**src/rtl/core/efsc_pkg.sv**
```systemverilog
// Shared types and constants for the Ethernet frame statistics counters.
// Used by the front classifier, the request queue, the counter back end and the top level.
package efsc_pkg;

  localparam int unsigned NUM_COUNTERS        = 14;
  localparam int unsigned IDX_W               = 4;
  localparam int unsigned LEN_W               = 16;
  localparam int unsigned VALUE_W             = 48;
  localparam int unsigned COUNT_WIDTH_DEFAULT = 48;
  localparam int unsigned QUEUE_DEPTH         = 4;

  // Counter indexes.
  localparam int unsigned CNT_ARP       = 0;
  localparam int unsigned CNT_IPV4      = 1;
  localparam int unsigned CNT_IPV6      = 2;
  localparam int unsigned CNT_VLAN      = 3;
  localparam int unsigned CNT_RUNT      = 4;
  localparam int unsigned CNT_JUMBO     = 5;
  localparam int unsigned CNT_LEN64     = 6;
  localparam int unsigned CNT_65_127    = 7;
  localparam int unsigned CNT_128_255   = 8;
  localparam int unsigned CNT_256_511   = 9;
  localparam int unsigned CNT_512_1023  = 10;
  localparam int unsigned CNT_1024_1518 = 11;
  localparam int unsigned CNT_BCAST     = 12;
  localparam int unsigned CNT_MCAST     = 13;

  // Request opcodes.
  localparam logic OP_FRAME = 1'b0;
  localparam logic OP_READ  = 1'b1;

  // EtherType values.
  localparam logic [15:0] ETYPE_ARP  = 16'h0806;
  localparam logic [15:0] ETYPE_IPV4 = 16'h0800;
  localparam logic [15:0] ETYPE_IPV6 = 16'h86DD;
  localparam logic [15:0] ETYPE_VLAN = 16'h8100;

  // On-wire length limits and bin edges.
  localparam logic [LEN_W-1:0] FCS_LEN   = 16'd4;
  localparam logic [LEN_W-1:0] MIN_FRAME = 16'd64;
  localparam logic [LEN_W-1:0] MAX_FRAME = 16'd1518;
  localparam logic [LEN_W-1:0] EDGE_127  = 16'd127;
  localparam logic [LEN_W-1:0] EDGE_255  = 16'd255;
  localparam logic [LEN_W-1:0] EDGE_511  = 16'd511;
  localparam logic [LEN_W-1:0] EDGE_1023 = 16'd1023;

  localparam logic [7:0] BCAST_BYTE = 8'hFF;

  // One classified request as it travels from the front to the back.
  typedef struct packed {
    logic                    is_read;
    logic [NUM_COUNTERS-1:0] inc_mask;
    logic [IDX_W-1:0]        idx;
  } q_entry_t;

endpackage

```
**src/rtl/core/efsc_front.sv**
```systemverilog
// Front classifier: turns an incoming request into a counter increment mask or a read.
// Depends on efsc_pkg for counter indexes, EtherType codes and the queue entry type.
module efsc_front (
  input  logic                      op,
  input  logic [15:0]               eth_type,
  input  logic [efsc_pkg::LEN_W-1:0] frame_len,
  input  logic [7:0]                dest_byte0,
  input  logic [7:0]                dest_byte1,
  input  logic [efsc_pkg::IDX_W-1:0] counter_index,
  output efsc_pkg::q_entry_t        entry
);

  logic [efsc_pkg::LEN_W-1:0]        wire_len;
  logic [efsc_pkg::NUM_COUNTERS-1:0] mask;

  // The length sum stays 16 bits wide, so the largest lengths wrap into the runt bin.
  assign wire_len = frame_len + efsc_pkg::FCS_LEN;

  always_comb begin
    mask = '0;
    case (eth_type)
      efsc_pkg::ETYPE_ARP:  mask[efsc_pkg::CNT_ARP]  = 1'b1;
      efsc_pkg::ETYPE_IPV4: mask[efsc_pkg::CNT_IPV4] = 1'b1;
      efsc_pkg::ETYPE_IPV6: mask[efsc_pkg::CNT_IPV6] = 1'b1;
      efsc_pkg::ETYPE_VLAN: mask[efsc_pkg::CNT_VLAN] = 1'b1;
      default: ;
    endcase

    if (wire_len < efsc_pkg::MIN_FRAME) begin
      mask[efsc_pkg::CNT_RUNT] = 1'b1;
    end else if (wire_len > efsc_pkg::MAX_FRAME) begin
      mask[efsc_pkg::CNT_JUMBO] = 1'b1;
    end else if (wire_len == efsc_pkg::MIN_FRAME) begin
      mask[efsc_pkg::CNT_LEN64] = 1'b1;
    end else if (wire_len <= efsc_pkg::EDGE_127) begin
      mask[efsc_pkg::CNT_65_127] = 1'b1;
    end else if (wire_len <= efsc_pkg::EDGE_255) begin
      mask[efsc_pkg::CNT_128_255] = 1'b1;
    end else if (wire_len <= efsc_pkg::EDGE_511) begin
      mask[efsc_pkg::CNT_256_511] = 1'b1;
    end else if (wire_len <= efsc_pkg::EDGE_1023) begin
      mask[efsc_pkg::CNT_512_1023] = 1'b1;
    end else begin
      mask[efsc_pkg::CNT_1024_1518] = 1'b1;
    end

    if (dest_byte0[0]) begin
      if (dest_byte0 == efsc_pkg::BCAST_BYTE && dest_byte1 == efsc_pkg::BCAST_BYTE) begin
        mask[efsc_pkg::CNT_BCAST] = 1'b1;
      end else begin
        mask[efsc_pkg::CNT_MCAST] = 1'b1;
      end
    end
  end

  always_comb begin
    entry.is_read  = (op == efsc_pkg::OP_READ);
    entry.inc_mask = entry.is_read ? '0 : mask;
    entry.idx      = counter_index;
  end

endmodule

```
**src/rtl/core/efsc_queue.sv**
```systemverilog
// Short request queue between the classifier and the counter back end.
// Depends on efsc_pkg for the entry type and the queue depth.
module efsc_queue (
  input  logic               clk,
  input  logic               rst_n,
  input  logic               push,
  input  efsc_pkg::q_entry_t push_entry,
  output logic               full,
  input  logic               pop,
  output logic               head_valid,
  output efsc_pkg::q_entry_t head_entry
);

  localparam int unsigned DEPTH = efsc_pkg::QUEUE_DEPTH;
  localparam int unsigned PTR_W = (DEPTH > 1) ? $clog2(DEPTH) : 1;
  localparam int unsigned CNT_W = $clog2(DEPTH + 1);

  efsc_pkg::q_entry_t slots_r [DEPTH];
  logic [PTR_W-1:0]   wr_ptr_r, wr_ptr_nxt;
  logic [PTR_W-1:0]   rd_ptr_r, rd_ptr_nxt;
  logic [CNT_W-1:0]   count_r, count_nxt;

  assign full       = (count_r == CNT_W'(DEPTH));
  assign head_valid = (count_r != '0);
  assign head_entry = slots_r[rd_ptr_r];

  always_comb begin
    wr_ptr_nxt = wr_ptr_r;
    rd_ptr_nxt = rd_ptr_r;
    count_nxt  = count_r;
    if (push) begin
      wr_ptr_nxt = (wr_ptr_r == PTR_W'(DEPTH - 1)) ? '0 : wr_ptr_r + PTR_W'(1);
    end
    if (pop) begin
      rd_ptr_nxt = (rd_ptr_r == PTR_W'(DEPTH - 1)) ? '0 : rd_ptr_r + PTR_W'(1);
    end
    if (push && !pop) begin
      count_nxt = count_r + CNT_W'(1);
    end else if (pop && !push) begin
      count_nxt = count_r - CNT_W'(1);
    end
  end

  always_ff @(posedge clk) begin
    if (!rst_n) begin
      wr_ptr_r <= '0;
      rd_ptr_r <= '0;
      count_r  <= '0;
    end else begin
      wr_ptr_r <= wr_ptr_nxt;
      rd_ptr_r <= rd_ptr_nxt;
      count_r  <= count_nxt;
    end
  end

  always_ff @(posedge clk) begin
    if (push) begin
      slots_r[wr_ptr_r] <= push_entry;
    end
  end

endmodule

```
**src/rtl/core/efsc_back.sv**
```systemverilog
// Counter back end: applies increment masks to the counter bank and serves reads.
// Depends on efsc_pkg for the entry type and counter count.
module efsc_back #(
  parameter int unsigned COUNT_WIDTH = efsc_pkg::COUNT_WIDTH_DEFAULT
) (
  input  logic                        clk,
  input  logic                        rst_n,
  input  logic                        head_valid,
  input  efsc_pkg::q_entry_t          head_entry,
  output logic                        pop,
  output logic                        out_valid,
  input  logic                        out_stall,
  output logic [efsc_pkg::VALUE_W-1:0] out_value
);

  localparam int unsigned NUM = efsc_pkg::NUM_COUNTERS;
  localparam int unsigned OW  = efsc_pkg::VALUE_W;

  logic [COUNT_WIDTH-1:0]    counters_r [NUM];
  logic [COUNT_WIDTH-1:0]    counters_nxt [NUM];
  logic                      out_valid_r, out_valid_nxt;
  logic [OW-1:0]             out_value_r;
  logic [COUNT_WIDTH-1:0]    sel_count;
  logic [OW+COUNT_WIDTH-1:0] sel_ext;
  logic                      do_read;

  // A frame never waits on the output; a read waits only while a held result is stalled.
  assign pop     = head_valid && (!head_entry.is_read || !out_valid_r || !out_stall);
  assign do_read = pop && head_entry.is_read;

  always_comb begin
    for (int i = 0; i < NUM; i++) begin
      counters_nxt[i] = counters_r[i];
      if (pop && head_entry.inc_mask[i]) begin
        counters_nxt[i] = counters_r[i] + COUNT_WIDTH'(1);
      end
    end
  end

  // Unused indexes read as zero; the result carries the low bits of the counter.
  always_comb begin
    if (head_entry.idx < efsc_pkg::IDX_W'(NUM)) begin
      sel_count = counters_r[head_entry.idx];
    end else begin
      sel_count = '0;
    end
    sel_ext = {OW'(0), sel_count};
  end

  assign out_valid_nxt = (out_valid_r && out_stall) || do_read;

  always_ff @(posedge clk) begin
    if (!rst_n) begin
      out_valid_r <= 1'b0;
      for (int i = 0; i < NUM; i++) begin
        counters_r[i] <= '0;
      end
    end else begin
      out_valid_r <= out_valid_nxt;
      for (int i = 0; i < NUM; i++) begin
        counters_r[i] <= counters_nxt[i];
      end
    end
  end

  always_ff @(posedge clk) begin
    if (do_read) begin
      out_value_r <= sel_ext[OW-1:0];
    end
  end

  assign out_valid = out_valid_r;
  assign out_value = out_value_r;

endmodule

```
**src/rtl/core/ethernet_frame_statistics_counters_core.sv**
```systemverilog
// Top level of the Ethernet frame statistics counters.
// Depends on efsc_pkg, efsc_front, efsc_queue and efsc_back.
//
// Keeps fourteen RMON-style receive counters (EtherType, size bin, broadcast and
// multicast), cleared by reset and wrapping at COUNT_WIDTH bits. A frame request
// (op 0) bumps up to three counters and returns nothing; a read request (op 1)
// returns one counter value, or zero for an index beyond the last counter. The
// block takes one request per cycle: the classifier writes into a four-entry queue,
// and the counter bank retires one queued request per cycle unless a read waits on
// a stalled result, all counters of a frame updating in parallel. A read result
// passes through the queue and sits in an output register; while it is stalled,
// frames keep retiring and only the next read waits, so the input stalls only
// once the queue fills. Reads always see every frame taken before them.
module ethernet_frame_statistics_counters_core #(
  parameter int unsigned COUNT_WIDTH = efsc_pkg::COUNT_WIDTH_DEFAULT
) (
  input  logic                         clk,
  input  logic                         rst_n,
  input  logic                         in_valid,
  output logic                         in_stall,
  input  logic                         in_op,
  input  logic [15:0]                  in_eth_type,
  input  logic [15:0]                  in_frame_len,
  input  logic [7:0]                   in_dest_byte0,
  input  logic [7:0]                   in_dest_byte1,
  input  logic [3:0]                   in_counter_index,
  output logic                         out_valid,
  input  logic                         out_stall,
  output logic [efsc_pkg::VALUE_W-1:0] out_counter_value
);

  efsc_pkg::q_entry_t new_entry;
  efsc_pkg::q_entry_t head_entry;
  logic               q_full;
  logic               push;
  logic               pop;
  logic               head_valid;

  assign in_stall = q_full;
  assign push     = in_valid && !q_full;

  efsc_front u_front (
    .op            (in_op),
    .eth_type      (in_eth_type),
    .frame_len     (in_frame_len),
    .dest_byte0    (in_dest_byte0),
    .dest_byte1    (in_dest_byte1),
    .counter_index (in_counter_index),
    .entry         (new_entry)
  );

  efsc_queue u_queue (
    .clk        (clk),
    .rst_n      (rst_n),
    .push       (push),
    .push_entry (new_entry),
    .full       (q_full),
    .pop        (pop),
    .head_valid (head_valid),
    .head_entry (head_entry)
  );

  efsc_back #(
    .COUNT_WIDTH (COUNT_WIDTH)
  ) u_back (
    .clk        (clk),
    .rst_n      (rst_n),
    .head_valid (head_valid),
    .head_entry (head_entry),
    .pop        (pop),
    .out_valid  (out_valid),
    .out_stall  (out_stall),
    .out_value  (out_counter_value)
  );

endmodule
```
**config.mk**
```make
export PLATFORM = sky130hd
export DESIGN_NAME = ethernet_frame_statistics_counters_core
export DESIGN_NICKNAME = d
export VERILOG_FILES = /design/src/rtl/core/efsc_pkg.sv /design/src/rtl/core/efsc_front.sv /design/src/rtl/core/efsc_queue.sv /design/src/rtl/core/efsc_back.sv /design/src/rtl/core/ethernet_frame_statistics_counters_core.sv
export SDC_FILE = /design/constraint.sdc
export NUM_CORES = 2
export LEC_CHECK = 0
export ABC_AREA = 1
export BUFFER_PORTS_ARGS = -buffer_cell sky130_fd_sc_hd__buf_2
export CORE_UTILIZATION = 35
export DETAILED_ROUTE_END_ITERATION = 10
export GPL_TIMING_DRIVEN = 0
export PLACE_DENSITY_LB_ADDON = 0.12
export SLEW_MARGIN = 10
export SYNTH_ARGS = -nofsm -noshare
export SYNTH_HDL_FRONTEND = slang
export SYNTH_HIERARCHICAL = 1
export SYNTH_SLANG_ARGS = --single-unit
```
**constraint.sdc**
```tcl
create_clock -name clk -period 2.74 [get_ports clk]
set_input_delay 0.137 -clock clk [delete_from_list [all_inputs] [get_ports clk]]
set_output_delay 0.137 -clock clk [all_outputs]
set_load 0.01 [all_outputs]
```
# ---- Word-level counts from Yosys, hierarchy flattened
# Memory sizes are Yosys's and may differ from the RTL's. A register that Yosys moved wholly into a read port is not among the register bits.
# Index checks and enable logic that the tools add are counted.
dict set report op_classes {
  add_sub_neg 19
  n_lt_le_gt_ge 7
  eq_ne 10
  muxes 60
  n_bitwise 14
  n_reduce_logical 33
}
# op count
set ops {}
lappend ops {{two-way mux 48 bit} 28}
lappend ops {{adder 48 x 1 -> 48 bit (second input constant)} 14}
lappend ops {{equality test 16 x 12 -> 1 bit (second input constant)} 2}
lappend ops {{equality test 16 bit (second input constant)} 2}
lappend ops {{logical AND 1 bit} 21}
lappend ops {{two-way mux 1 bit} 18}
lappend ops {{adder 16 x 3 -> 16 bit (second input constant)} 1}
lappend ops {{equality test 16 x 7 -> 1 bit (second input constant)} 1}
lappend ops {{equality test 8 bit (second input constant)} 2}
lappend ops {{greater-than comparator 16 x 11 -> 1 bit (second input constant)} 1}
lappend ops {{less-or-equal comparator 16 x 10 -> 1 bit (second input constant)} 1}
lappend ops {{less-or-equal comparator 16 x 7 -> 1 bit (second input constant)} 1}
lappend ops {{less-or-equal comparator 16 x 8 -> 1 bit (second input constant)} 1}
lappend ops {{less-or-equal comparator 16 x 9 -> 1 bit (second input constant)} 1}
lappend ops {{less-than comparator 16 x 7 -> 1 bit (second input constant)} 1}
lappend ops {{two-way mux 14 bit} 1}
lappend ops {{bitwise OR 1 bit} 14}
lappend ops {{two-way mux 2 bit} 6}
lappend ops {{two-way mux 3 bit} 3}
lappend ops {{zero test 1 bit} 7}
lappend ops {{two-way mux 7 bit} 1}
lappend ops {{two-way mux 6 bit} 1}
lappend ops {{two-way mux 5 bit} 1}
lappend ops {{adder 2 x 1 -> 2 bit (second input constant)} 2}
lappend ops {{other kinds (9)} 12}
dict set report totals {
  regBits 8
  ram_bits 748
  in_bits 57
  out_inout_bits 50
  elab_cells 149
  n_memories 2
}
# memory depth width rd rd_clocked_by_memory_dff write_ports line_no
set mem_list {}
lappend mem_list {u_back.counters_r 14 48 15 1 14 efsc_back.sv:19} ;# logic [COUNT_WIDTH-1:0] counters_r [NUM];
lappend mem_list {u_queue.slots_r 4 19 1 1 1 efsc_queue.sv:18} ;# efsc_pkg::q_entry_t slots_r [DEPTH];

# ---- Longest topological paths before layout
dict set report depth {
  word_depth 10
  depth_mapped 19
  ltp_nobuf 16
}

# ---- Hierarchy
# Netlist, hierarchy kept.
# module n_inst cells_each area_each_um2 seq_area_each_um2
set by_module_without_submodules {}
lappend by_module_without_submodules {efsc_back 1 7336 44310.0 14914.3}
lappend by_module_without_submodules {efsc_queue 1 244 3326.9 2462.4}
lappend by_module_without_submodules {efsc_front 1 163 795.8 0.0}
lappend by_module_without_submodules {ethernet_frame_statistics_counters_core 1 2 10.0 0.0}

# ---- Least setup slack after synthesis
# OpenSTA, ideal clock, no wires.
dict set report synth_path {
  path_kind {register -> register}
  start {register with a tool-made name}
  end {register u_back.out_value_r[0], in the netlist u_back/out_value[0], read port of u_back.counters_r (enable)}
  setup_time_ns 0.402
  t_arrival_ns 2.339
  required_ns 2.338
  slack_ns -0.002
  stages_incl_launch_ff 12
  n_path_buf 3
  period_less_slack_ns 2.742
  path_cell_list {dfxtp_1 inv_2 buf_6 buf_12 nor2_2 o22ai_1 nand3_2 buf_8 nand2_1 inv_1 nand2_1 inv_1}
}
# item line_no
set synth_rtl {}
lappend synth_rtl {{to (decl)} efsc_back.sv:22} ;# logic [OW-1:0] out_value_r;

==> results.txt <==
----------------------------------------------------
[Synthesis]
  Synthesized cell area ... roughly 48000 um^2
  Post-synthesis cell type count ... slightly above 50
  Main area contributors after synthesis ... sky130_fd_sc_hd__dfxtp_1 28%, sky130_fd_sc_hd__nand2_1 14%, sky130_fd_sc_hd__nor2_1 11%
  Number of warnings reported in the yosys synthesis log ... 6
  Cell type contributing the most total cell area after synthesis ... sky130_fd_sc_hd__dfxtp_1
  Fraction of the yosys area taken by sequential cells ... between 30% and 40%
  Number of synthesized register bits ... ~800
  Cells after Synth ... 7745
  Post-Syn Nets ... around 8000
  Flip-flop cell with the highest count after synthesis ... sky130_fd_sc_hd__dfxtp_1
  Asr flop ratio synth ... 0%
  Portion of synthesized cell area occupied by the leading cell type ... between 20% and 30%
  Avg Inst Size Synth ... about 6.3 um^2
  Number of enable-type register cells in the synthesized netlist ... approximately 120

[CTS]
  Number of sinks driven by the clock tree ... 806
  Max Root-Sink Buffers ... 3
  CTS H-Tree Depth ... 3
  Total CTS buffers ... slightly above 100
  Skew-Pair Late Insertion Delay ... 0.75 ns
  CTS clock-pin slew for the worst setup and hold paths ... about 0.060 ns
  Cell at the root of the clock tree ... sky130_fd_sc_hd__clkbuf_16
  Clock tree from TritonCTS ... done

[STA]
  RSZ-0062 raised after global routing ... true
  Final worst clock skew ... approximately 0.037 ns
  Final Cycle Share ... 115%
  Worst-Margin Slew ... between 1 and 1.5 ns
  Hold Slack ... ~0.051 ns
  Headroom to the max-slew limit ... 7.42%
  Clock period minus worst slack ... approximately 3.1 ns
  Minimum setup slack in the final design ... -0.403 ns
  Maximum clock frequency ... approximately 320 MHz
  Slew Limit Fails ... 0
  Total of endpoints with negative setup slack in the final report ... 36
  Hold Violations, Final ... 0

[Layout]
  Commonest non-fill, non-tap cell in the layout ... sky130_fd_sc_hd__nand2_1
  Final #Nets ... between 8000 and 9000
  Top library cells by usage in the layout, fill and taps aside ... 1737 x sky130_fd_sc_hd__nand2_1, 1356 x sky130_fd_sc_hd__nor2_1, 938 x sky130_fd_sc_hd__inv_1, 680 x sky130_fd_sc_hd__dfxtp_1, 515 x sky130_fd_sc_hd__a21oi_1
  Register area ... ~17000 um^2
  Synthesis-to-finish area growth ... 21.8%
  Combined area of the multi-input logic cells ... around 28000 um^2
  Fraction of layout instances using a drive strength above 1 ... roughly an eighth
  Fill cell instance count of the final layout ... between 10000 and 15000
  Number of cells in the finished layout apart from fillers ... 9949

[GRT]
  Number of antenna violations at the first check in global routing ... 13
  Number of global-route vias before repair ... ~50000
  Total global routing track utilization ... 34.5%
  Maximum number of pins on one net before global-route repair ... 20
  GR Overflow Total ... 0
  First-pass GRT wire length ... around 350000 um

[Setup path]
  Signal arrival time at the worst endpoint ... 3.53 ns
  Crit Path Max Fanout ... 8
  Critical Path Start Type ... register
  CP Class ... reg -> reg
  Required time of the critical path ... around 3.1 ns
  Endpoint type of the worst setup path ... register

[Drt]
  Total via count in the routed design ... 55100
  Post-detailed-route wirelength per cell ... 25.2 um
  Via/cell ratio ... about 5.5
  Total Wirelength ... around 250000 um
  Detailed-routing iteration count for the pre-antenna-repair pass ... 8
  Antenna-violating nets left ... 0
  DRC ... 0
  Iter 0 DRT Violations ... between 6000 and 7000

[Die]
  Area of the die ... about 140000 um^2
  Overall die width ... approximately 370 um
  Die span in y ... approximately 370 um
  Starting utilization of the core area ... 35.3%
  Placement Rows ... around 140
  Core outline area ... 137000 um^2
  Top-Level Pins ... around 110

[Job]
  MaxCap Viol Count ... 0

[Power and ir drop]
  Static Leak ... around 21 nW
  Total power density per cell area ... 983 nW/um^2
  Max VDD drop ... ~890 uV

[Min path]
  Worst min-delay path class ... in -> reg

[Placed design]
  Post-DP HPWL ... a little under 200000 um
  Input/output buffers ... 102
  Placed instance count ... roughly 9600
  Global placement routability congestion ... 1.03

[Outcome]
  Outcome ... finished, violations left
  Violated checks ... negative setup slack

----------------------------------------------------
## cells by family (layout without fill, tap and decap cells)
logic type | after synthesis | count (layout) | synth area share, %
AO/OA/AOI/OAI | 1382 | 1382 | 15.0
XOR/XNOR | 44 | 44 | 0.796
adder cells (fa/ha/maj) | 23 | 23 | 0.610
buffers and inverters | 1209 | 1615 | 9.81
flip-flops | 806 | 806 | 35.9
other | 0 | 3 | 0
AND/OR/NAND/NOR | 4281 | 4282 | 37.9
## final timing paths
| path | from | endpoint | slack, ns | cells after the start |
|---|---|---|---|---|
| setup reg to reg | register | u_back/out_value[30]$_SDFFCE_PP0P_ | -0.40 | 13 |
| setup / recovery | register | u_back/out_value[30]$_SDFFCE_PP0P_ | -0.40 | 13 |
| hold / removal | in_frame_len[15] | u_queue/slots_r[1][8]$_DFFE_PP_ | 0.05 | 6 |
| hold reg to reg | u_back/counters_r[6][31]$_SDFFE_PN0P_ | u_back/counters_r[6][31]$_SDFFE_PN0P_ | 0.47 | 1 |
## stage by stage
stage	instance area (um^2)	total power, mW	utilization, %	setup WS, ns	setup TNS, ns
4_1_cts	57500	54.3	41.9	-0.260	-1.20
6_report	59000	58.0	43.0	-0.403	-4.03
5_1_grt	59000	58.7	43.0	-0.365	-4.12
3_3_place_gp	51200	35.0	37.3	-1.95	-213.73
2_1_floorplan	48400	23.4	-	0.155	0
3_5_place_dp	51200	35.0	37.3	-1.97	-174.99
## synthesized netlist by cell type (6+ instances only)
master / instances
sky130_fd_sc_hd__buf_6: 12
sky130_fd_sc_hd__nand3_1: 510
sky130_fd_sc_hd__buf_4: 12
sky130_fd_sc_hd__nor3_4: 7
sky130_fd_sc_hd__a211oi_1: 19
sky130_fd_sc_hd__and2_1: 13
sky130_fd_sc_hd__clkbuf_1: 152
sky130_fd_sc_hd__inv_1: 946
sky130_fd_sc_hd__a31oi_1: 25
sky130_fd_sc_hd__buf_2: 41
sky130_fd_sc_hd__o21a_1: 16
sky130_fd_sc_hd__o221ai_1: 6
sky130_fd_sc_hd__nor3b_1: 21
sky130_fd_sc_hd__ha_1: 22
sky130_fd_sc_hd__inv_2: 13
sky130_fd_sc_hd__nor3_2: 11
sky130_fd_sc_hd__and3_1: 10
sky130_fd_sc_hd__o22ai_1: 22
sky130_fd_sc_hd__dfxtp_1: 682
sky130_fd_sc_hd__edfxtp_1: 124
sky130_fd_sc_hd__nor2_1: 1392
sky130_fd_sc_hd__nand4_1: 235
sky130_fd_sc_hd__a21oi_1: 544
sky130_fd_sc_hd__nand3b_1: 18
sky130_fd_sc_hd__nor2_4: 28
sky130_fd_sc_hd__nand2_2: 6
sky130_fd_sc_hd__xor2_1: 42
sky130_fd_sc_hd__nor2_2: 40
sky130_fd_sc_hd__buf_1: 27
sky130_fd_sc_hd__nand2_1: 1806
sky130_fd_sc_hd__o21ai_0: 673
sky130_fd_sc_hd__o211ai_1: 40
sky130_fd_sc_hd__nor4_1: 14
sky130_fd_sc_hd__nor3_1: 150
sky130_fd_sc_hd__nand3_2: 11
sky130_fd_sc_hd__o21bai_1: 27
## sequential cells by signal, summed over array words and instances (netlist names), named ones only
signal,flops
u_back/counters_r,672
u_queue/slots_r,76
u_back/out_value,48
u_queue/count_r,3
u_queue/rd_ptr_r,2
u_queue/wr_ptr_r,2
u_back/out_valid,1
## layout make-up
type | instances | share of cell area, %
timing repair inverter | 3 | 0.0382
clock buffer | 124 | 4.64
multi-input combinational | 5731 | 48.3
buffer | 246 | 3.48
sequential | 806 | 29.5
antenna | 3 | 0.0127
timing repair buffer | 214 | 2.66
tap | 1794 | 3.80
clock inverter | 66 | 1.41
inverter | 962 | 6.20
## per-layer routing
metal / vias up / global-route usage [%] / share of wire [%]
met5: - / 0 / 0.016
met4: 8 / 16.9 / 5.6
met1: 26000 / 45.6 / 42
met2: 2568 / 54.0 / 43
met3: 586 / 6.06 / 8.6
li1: 25900 / - / -
## where the power goes
group	internal [mW]	switching, mW
Sequential	13.1	0.385
Clock	8.64	6.06
Combinational	8.23	21.6
Total	30.0	28.0
## timing repair
action	in CTS	in global routing
buffers inserted	23	53
pin swaps	45	94
endpoints found under the setup margin	284	253
hold buffers	32	1
hold endpoints to repair	74	4
gates cloned	5	4
resized for setup	723	293
## worst max-delay path, cell delays in order (launching register included)
cell                         delay [ns]
sky130_fd_sc_hd__dfxtp_4           0.36
sky130_fd_sc_hd__inv_4             0.06
sky130_fd_sc_hd__buf_8             0.11
sky130_fd_sc_hd__buf_8             0.12
sky130_fd_sc_hd__nor2_4            0.04
sky130_fd_sc_hd__o22ai_4           0.22
sky130_fd_sc_hd__buf_6             0.19
sky130_fd_sc_hd__clkinvlp_4        0.15
sky130_fd_sc_hd__buf_6             0.17
sky130_fd_sc_hd__clkbuf_16         0.16
sky130_fd_sc_hd__nor2_4            0.12
sky130_fd_sc_hd__o21ai_4           0.09
sky130_fd_sc_hd__o211ai_1          0.66
sky130_fd_sc_hd__nand2_1           0.32
Note: power is estimated with default switching activity, not from simulation.
